===== config.mk =====
export PLATFORM = sky130hd
export DESIGN_NAME = pun_uvec
export DESIGN_NICKNAME = d
export VERILOG_FILES = /design/src/pun_pkg.sv /design/src/pun_uvec.sv
export SDC_FILE = /design/constraint.sdc
export NUM_CORES = 2
export LEC_CHECK = 0
export BUFFER_PORTS_ARGS = -buffer_cell sky130_fd_sc_hd__buf_2
export CORE_MARGIN = 2
export CORE_UTILIZATION = 60
export CTS_CLUSTER_SIZE = 14
export DETAILED_ROUTE_END_ITERATION = 10
export PLACE_DENSITY = 0.76
export SLEW_MARGIN = 20
export SYNTH_ARGS = -nofsm -noshare
export SYNTH_HDL_FRONTEND = slang
export SYNTH_SLANG_ARGS = --single-unit

===== constraint.sdc =====
create_clock -name clk -period 21.3 [get_ports clk]
set_input_delay 4.26 -clock clk [delete_from_list [all_inputs] [get_ports clk]]
set_output_delay 4.26 -clock clk [all_outputs]
set_load 0.1 [all_outputs]

===== src/pun_pkg.sv =====
`default_nettype none
package pun_pkg;

	localparam int MAX_POINTS_DEF = 256;
	localparam int FRAC_BITS_DEF  = 14;

	// Signed width of every vector that enters or leaves the normalizer.
	localparam int VEC_W = 34;
	// Magnitude width inside the normalizer.
	localparam int MAG_W = 32;
	localparam int PT_W  = 24;

	localparam logic [1:0] FN_APPEND = 2'd0;
	localparam logic [1:0] FN_QUERY  = 2'd1;
	localparam logic [1:0] FN_CLEAR  = 2'd2;

	typedef struct packed {
		logic start;
		logic tiny_en;
	} uv_ctl_t;

	typedef enum logic [3:0] {
		U_IDLE,
		U_SHIFT,
		U_SQ1,
		U_SQ2,
		U_SQ3,
		U_SQRT,
		U_DINIT,
		U_DIV,
		U_DONE
	} uv_state_t;

	typedef enum logic [3:0] {
		T_IDLE,
		T_READ,
		T_PLAN,
		T_UV1,
		T_UV1W,
		T_UV2,
		T_UV2W,
		T_FIN,
		T_FINW,
		T_EMIT
	} pun_state_t;

endpackage
`default_nettype wire


===== src/pun_uvec.sv =====
`default_nettype none
module pun_uvec import pun_pkg::*; #(
	parameter int FRAC_BITS = FRAC_BITS_DEF
) (
	input  wire logic                    clk,
	input  wire logic                    arst_n,
	input  wire uv_ctl_t                 ctl,
	input  wire logic signed [VEC_W-1:0] vec_x,
	input  wire logic signed [VEC_W-1:0] vec_y,
	output logic                         done,
	output logic signed [VEC_W-1:0]      res_x,
	output logic signed [VEC_W-1:0]      res_y
);

	localparam int NUM_W = MAG_W + 1 + FRAC_BITS;
	localparam int QW    = FRAC_BITS + 1;
	localparam int CW    = $clog2(QW + 1);
	localparam logic [63:0] TINY_SQ = (64'd1 << (2 * FRAC_BITS)) / 64'd10000000000;

	uv_state_t state_q, state_d;

	logic signed [VEC_W-1:0] x_q, y_q, res_x_q, res_y_q;
	logic [MAG_W-1:0] a_q, b_q;
	logic [63:0] prod_q, acc_q, s_q, r_q, bit_q;
	logic norm_q, sel_q;
	logic [MAG_W:0] rem_q;
	logic [QW-1:0] lo_q, q_q;
	logic [CW-1:0] cnt_q;

	logic [VEC_W-1:0] abs_x, abs_y;
	logic in_zero, big, sq_ge, div_ge, tiny_hit;
	logic [MAG_W-1:0] mul_op, n_val, div_src;
	logic [63:0] sum, sq_trial;
	logic [NUM_W-1:0] num;
	logic [MAG_W:0] div_trial, rem_nx;
	logic [QW-1:0] q_nx;
	logic [VEC_W-1:0] q_ext;
	logic signed [VEC_W-1:0] q_signed;

	always_comb begin
		abs_x    = vec_x[VEC_W-1] ? -vec_x : vec_x;
		abs_y    = vec_y[VEC_W-1] ? -vec_y : vec_y;
		in_zero  = (vec_x == '0) && (vec_y == '0);
		big      = a_q[MAG_W-1] | a_q[MAG_W-2] | b_q[MAG_W-1] | b_q[MAG_W-2];
		mul_op   = (state_q == U_SQ1) ? a_q : b_q;
		sum      = acc_q + prod_q;
		tiny_hit = (sum <= TINY_SQ);
		sq_trial = r_q + bit_q;
		sq_ge    = (s_q >= sq_trial);
		n_val    = r_q[MAG_W-1:0];
		div_src  = sel_q ? b_q : a_q;
		num      = {1'b0, div_src, {FRAC_BITS{1'b0}}}
			+ {{(NUM_W-MAG_W+1){1'b0}}, n_val[MAG_W-1:1]};
		div_trial = {rem_q[MAG_W-1:0], lo_q[QW-1]};
		div_ge    = (div_trial >= {1'b0, n_val});
		rem_nx    = div_ge ? div_trial - {1'b0, n_val} : div_trial;
		q_nx      = {q_q[QW-2:0], div_ge};
		q_ext     = {{(VEC_W-QW){1'b0}}, q_nx};
		if (sel_q) begin
			q_signed = y_q[VEC_W-1] ? -q_ext : q_ext;
		end else begin
			q_signed = x_q[VEC_W-1] ? -q_ext : q_ext;
		end
	end

	always_ff @(posedge clk or negedge arst_n) begin
		if (!arst_n) begin
			state_q <= U_IDLE;
		end else begin
			state_q <= state_d;
		end
	end

	always_comb begin
		state_d = state_q;
		done    = 1'b0;
		case (state_q)
			U_IDLE: begin
				if (ctl.start) begin
					if (in_zero) begin
						state_d = U_DONE;
					end else if (ctl.tiny_en) begin
						state_d = U_SQ1;
					end else begin
						state_d = U_SHIFT;
					end
				end
			end
			U_SHIFT: begin
				if (big) begin
					state_d = U_SQ1;
				end
			end
			U_SQ1: state_d = U_SQ2;
			U_SQ2: state_d = U_SQ3;
			U_SQ3: begin
				if (norm_q) begin
					state_d = U_SQRT;
				end else if (tiny_hit) begin
					state_d = U_DONE;
				end else begin
					state_d = U_SHIFT;
				end
			end
			U_SQRT: begin
				if (bit_q[0]) begin
					state_d = U_DINIT;
				end
			end
			U_DINIT: state_d = U_DIV;
			U_DIV: begin
				if (cnt_q == CW'(QW - 1)) begin
					state_d = sel_q ? U_DONE : U_DINIT;
				end
			end
			U_DONE: begin
				done    = 1'b1;
				state_d = U_IDLE;
			end
			default: state_d = U_IDLE;
		endcase
	end

	always_ff @(posedge clk) begin
		prod_q <= mul_op * mul_op;
		case (state_q)
			U_IDLE: begin
				if (ctl.start) begin
					x_q    <= vec_x;
					y_q    <= vec_y;
					a_q    <= abs_x[MAG_W-1:0];
					b_q    <= abs_y[MAG_W-1:0];
					norm_q <= !ctl.tiny_en;
					sel_q  <= 1'b0;
					if (in_zero) begin
						res_x_q <= '0;
						res_y_q <= '0;
					end
				end
			end
			U_SHIFT: begin
				if (!big) begin
					a_q <= {a_q[MAG_W-2:0], 1'b0};
					b_q <= {b_q[MAG_W-2:0], 1'b0};
				end
			end
			U_SQ2: acc_q <= prod_q;
			U_SQ3: begin
				if (norm_q) begin
					s_q   <= sum;
					r_q   <= '0;
					bit_q <= 64'd1 << 62;
				end else if (tiny_hit) begin
					res_x_q <= x_q;
					res_y_q <= y_q;
				end else begin
					norm_q <= 1'b1;
				end
			end
			U_SQRT: begin
				if (sq_ge) begin
					s_q <= s_q - sq_trial;
					r_q <= (r_q >> 1) + bit_q;
				end else begin
					r_q <= r_q >> 1;
				end
				bit_q <= bit_q >> 2;
			end
			U_DINIT: begin
				rem_q <= {1'b0, num[NUM_W-1:QW]};
				lo_q  <= num[QW-1:0];
				q_q   <= '0;
				cnt_q <= '0;
			end
			U_DIV: begin
				rem_q <= rem_nx;
				lo_q  <= {lo_q[QW-2:0], 1'b0};
				q_q   <= q_nx;
				cnt_q <= cnt_q + 1'b1;
				if (cnt_q == CW'(QW - 1)) begin
					if (sel_q) begin
						res_y_q <= q_signed;
					end else begin
						res_x_q <= q_signed;
					end
					sel_q <= 1'b1;
				end
			end
			default: ;
		endcase
	end

	assign res_x = res_x_q;
	assign res_y = res_y_q;

endmodule
`default_nettype wire


==> qor.txt <==
=================================================================================
Result of the run                                                    complete, no violations
Number of H-tree levels                                                         2
WL per Instance                                                           22.0 um
Post-synthesis instance area                                           0.0651 mm2
Crit share post-route                                                       54.9%
Wire length of the first global-routing pass                            289000 um
Site Rows                                                                     120
Final setup violation count                                                     0
Average footprint of a synthesized cell                                  9.41 um2
Async set or reset register ratio after synthesis                          0.718%
Number of nets with antenna violations after detailed routing                   0
Core ar.                                                                0.107 mm2
Clock tree sinks                                                              557
Largest clock skew in the final design                                    41.6 ps
Gpl congestion                                                              0.988
DRC marker count from the first detailed-route iteration                     5168
Width of the die                                                           333 um
Count of cells along the worst register-to-register path                       31
Setup bufs post-CTS                                                             0
Via density per instance                                                     6.05
Flops & latches, synth                                                        557
Maximum fanout along the worst path                                            38
Number of enable flip-flop cells after synthesis                              490
Total routing resource utilization after global routing                     33.4%
Crit path kind                                                         reg -> reg
DRC violations left                                                             0
Max clock buf depth                                                             3
Count of input and output buffers                                             140
Period minus WS final                                                    11690 ps
Worst Hold Path Cells                                                           0
Routing usage on met1                                                       45.1%
Number of distinct library cells after synthesis                               87
Met2 layer usage reported by global route                                   52.9%
Fraction of met3 tracks used by global routing                              6.44%
Worst Setup End Kind                                                         flop
Total Neg Setup Slack                                                        0 ps
Sequential cell area fraction in the yosys report                           24.7%
Worst relative slew slack                                                   23.1%
Hold-fix buffers, CTS                                                           0
Number of buffers created by CTS                                               58
CP most frequent cell                                                        fa_1
Root buffer selected by CTS                                             clkbuf_16
Router iterations before antenna repair                                         6
Top-Level Pins                                                                141
Most frequent cells in the layout                                    inv_1 (1129), fa_1 (795), nand2_1 (674), nor2_1 (588), ha_1 (534)
Mapped Nets                                                                  8323
Area enclosed by the die boundary                                       0.111 mm2
Clock slew seen by the registers of the worst setup and hold paths          60 ps
Master of the slowest instance on the critical path                      clkinv_1
Clock tree from TritonCTS                                                     yes
Crit path launch type                                                        flop
Transition time of the tightest slew-check pin                            1150 ps
Area growth from synthesis to layout                                        6.62%
Worst hold path class                                                  reg -> reg
Most used flip-flop cell after synthesis                                 edfxtp_1
Clock network latency to the later pin of the worst-skew pair              660 ps
Yosys warnings                                                                  0
Routed WL                                                               185000 um
Most common cell after layout, fill and taps aside                          inv_1
Maximum achievable frequency                                             85.5 MHz
Max-slew violation count                                                        0
Fraction of layout cells with a size suffix above 1                         6.08%
Via count of the first global-routing pass                                  51300
Post-detailed-placement half-perimeter wirelength                       144000 um
Number of nets in the finished design                                        8358
Max-cap violations                                                              0
Setup repair after global routing missed its margin                         false
Fill count                                                                   8732
Starting density of the core                                                60.7%
CP Data Arrival Time                                                     12200 ps
Resized Gates After CTS                                                         0
Layer with the highest usage after global routing                            met2
Height of the die                                                          333 um
Pin count of the biggest net entering global routing                          124
Total congestion overflow after global routing                                  0
Number of hold-slack violations in the final timing report                      0
Total vias in the final route                                               50900
Number of instances in the synthesized netlist                               6922
Initial antenna violation count                                                 7
Required @ worst endpoint                                                21810 ps
Largest stage delay, worst path                                            860 ps
=================================================================================
==> worst max-delay path: cells and delay by family, from the launching register on <==
family          cells  cell delay, ps
compound gates     12            3200
flops               1             640
fa+ha+maj           9            4440
simple gates        3             880
mux                 1             670
buf+inv             6            1680
==> cells by family (layout without fill, tap and decap cells) <==
family | Yosys count | in the layout | synth area share, %
AO/OA/AOI/OAI | 1333 | 1333 | 13.0
XOR/XNOR | 440 | 440 | 5.92
adder cells (fa/ha/maj) | 1329 | 1329 | 34.7
buffers and inverters | 1367 | 1452 | 7.89
flip-flops | 557 | 557 | 24.7
multiplexers | 84 | 84 | 1.37
other | 0 | 6 | 0
AND/OR/NAND/NOR | 1812 | 1812 | 12.4
==> registers in the layout, indices dropped and copies added (netlist names), 14 cells and up <==
register and cells:
res_y 34, r_q 64, b_q 32, y_q 34, prod_q 63, x_q 34, acc_q 63, a_q 32
res_x 34, s_q 64, lo_q 15, rem_q 32, q_q 14, bit_q 32
==> stage by stage <==
stage               utilization, %  setup WS [ps]  instances  hold WS, ps  area (um2)
CTS                           64.7           9760       8410          446       69400
global placement              62.7          10020       8300          430       67400
floorplan                        -          11350       6922          415       65100
finish                        64.7           9610       8416          441       69400
global route                  64.7           9250       8413          456       69400
detailed placement            62.7           9840       8300          428       67400
==> path summary, 6_finish.rpt <==
kind                                          endpoint                   start  slack (ps)
worst max-delay path                prod_q[63]$_DFF_P_  state_q[1]$_DFFE_PN0P_        9610
worst min-delay path               acc_q[47]$_DFFE_PP_      prod_q[47]$_DFF_P_         440
worst max register to register      prod_q[63]$_DFF_P_  state_q[1]$_DFFE_PN0P_        9610
worst min register to register     acc_q[47]$_DFFE_PP_      prod_q[47]$_DFF_P_         440
max in group asynchronous       state_q[0]$_DFFE_PN0P_                  arst_n       17770
min in group asynchronous       state_q[3]$_DFFE_PN0P_                  arst_n        3400
==> area by class of cell <==
type,count,area (um2),area share (%)
inverters,1142,4290,6.18
repair buffers,200,1150,1.66
well taps,1403,1760,2.53
clock buffers,69,1540,2.21
flip-flops and latches,557,16100,23.2
multi-input cells,4998,44100,63.5
clock inverters,41,518,0.746
diodes,6,15.0,0.0216
==> synth_stat cells, drive strengths merged, types with 42 or more instances <==
library cell,instances,area [um2]
inv,1132,4250
fa,795,15900
nand2,676,2540
nor2,590,2220
ha,534,6680
edfxtp,490,14700
o21ai,360,1810
a21oi,313,1570
xor2,222,1940
xnor2,218,1910
a21o,206,1550
clkbuf,193,724
nor3,88,440
a31oi,80,507
nand3,79,395
and3,74,463
a211oi,65,488
o21bai,64,480
dfxtp,63,1260
nand4,52,325
nor2b,45,282
mux2,42,473
mux2i,42,420
o21a,42,315
or3,42,288
==> per-layer routing <==
| metal | vias to the layer above | share of wire (%) |
|---|---|---|
| li1 | 23100 | - |
| met5 | - | 0.028 |
| met4 | 8 | 5.0 |
| met2 | 2383 | 46 |
| met1 | 24900 | 40 |
| met3 | 519 | 9.3 |
Power is not shown: default switching activity piles up to over one toggle a cycle in this logic, so the estimate is an artifact.
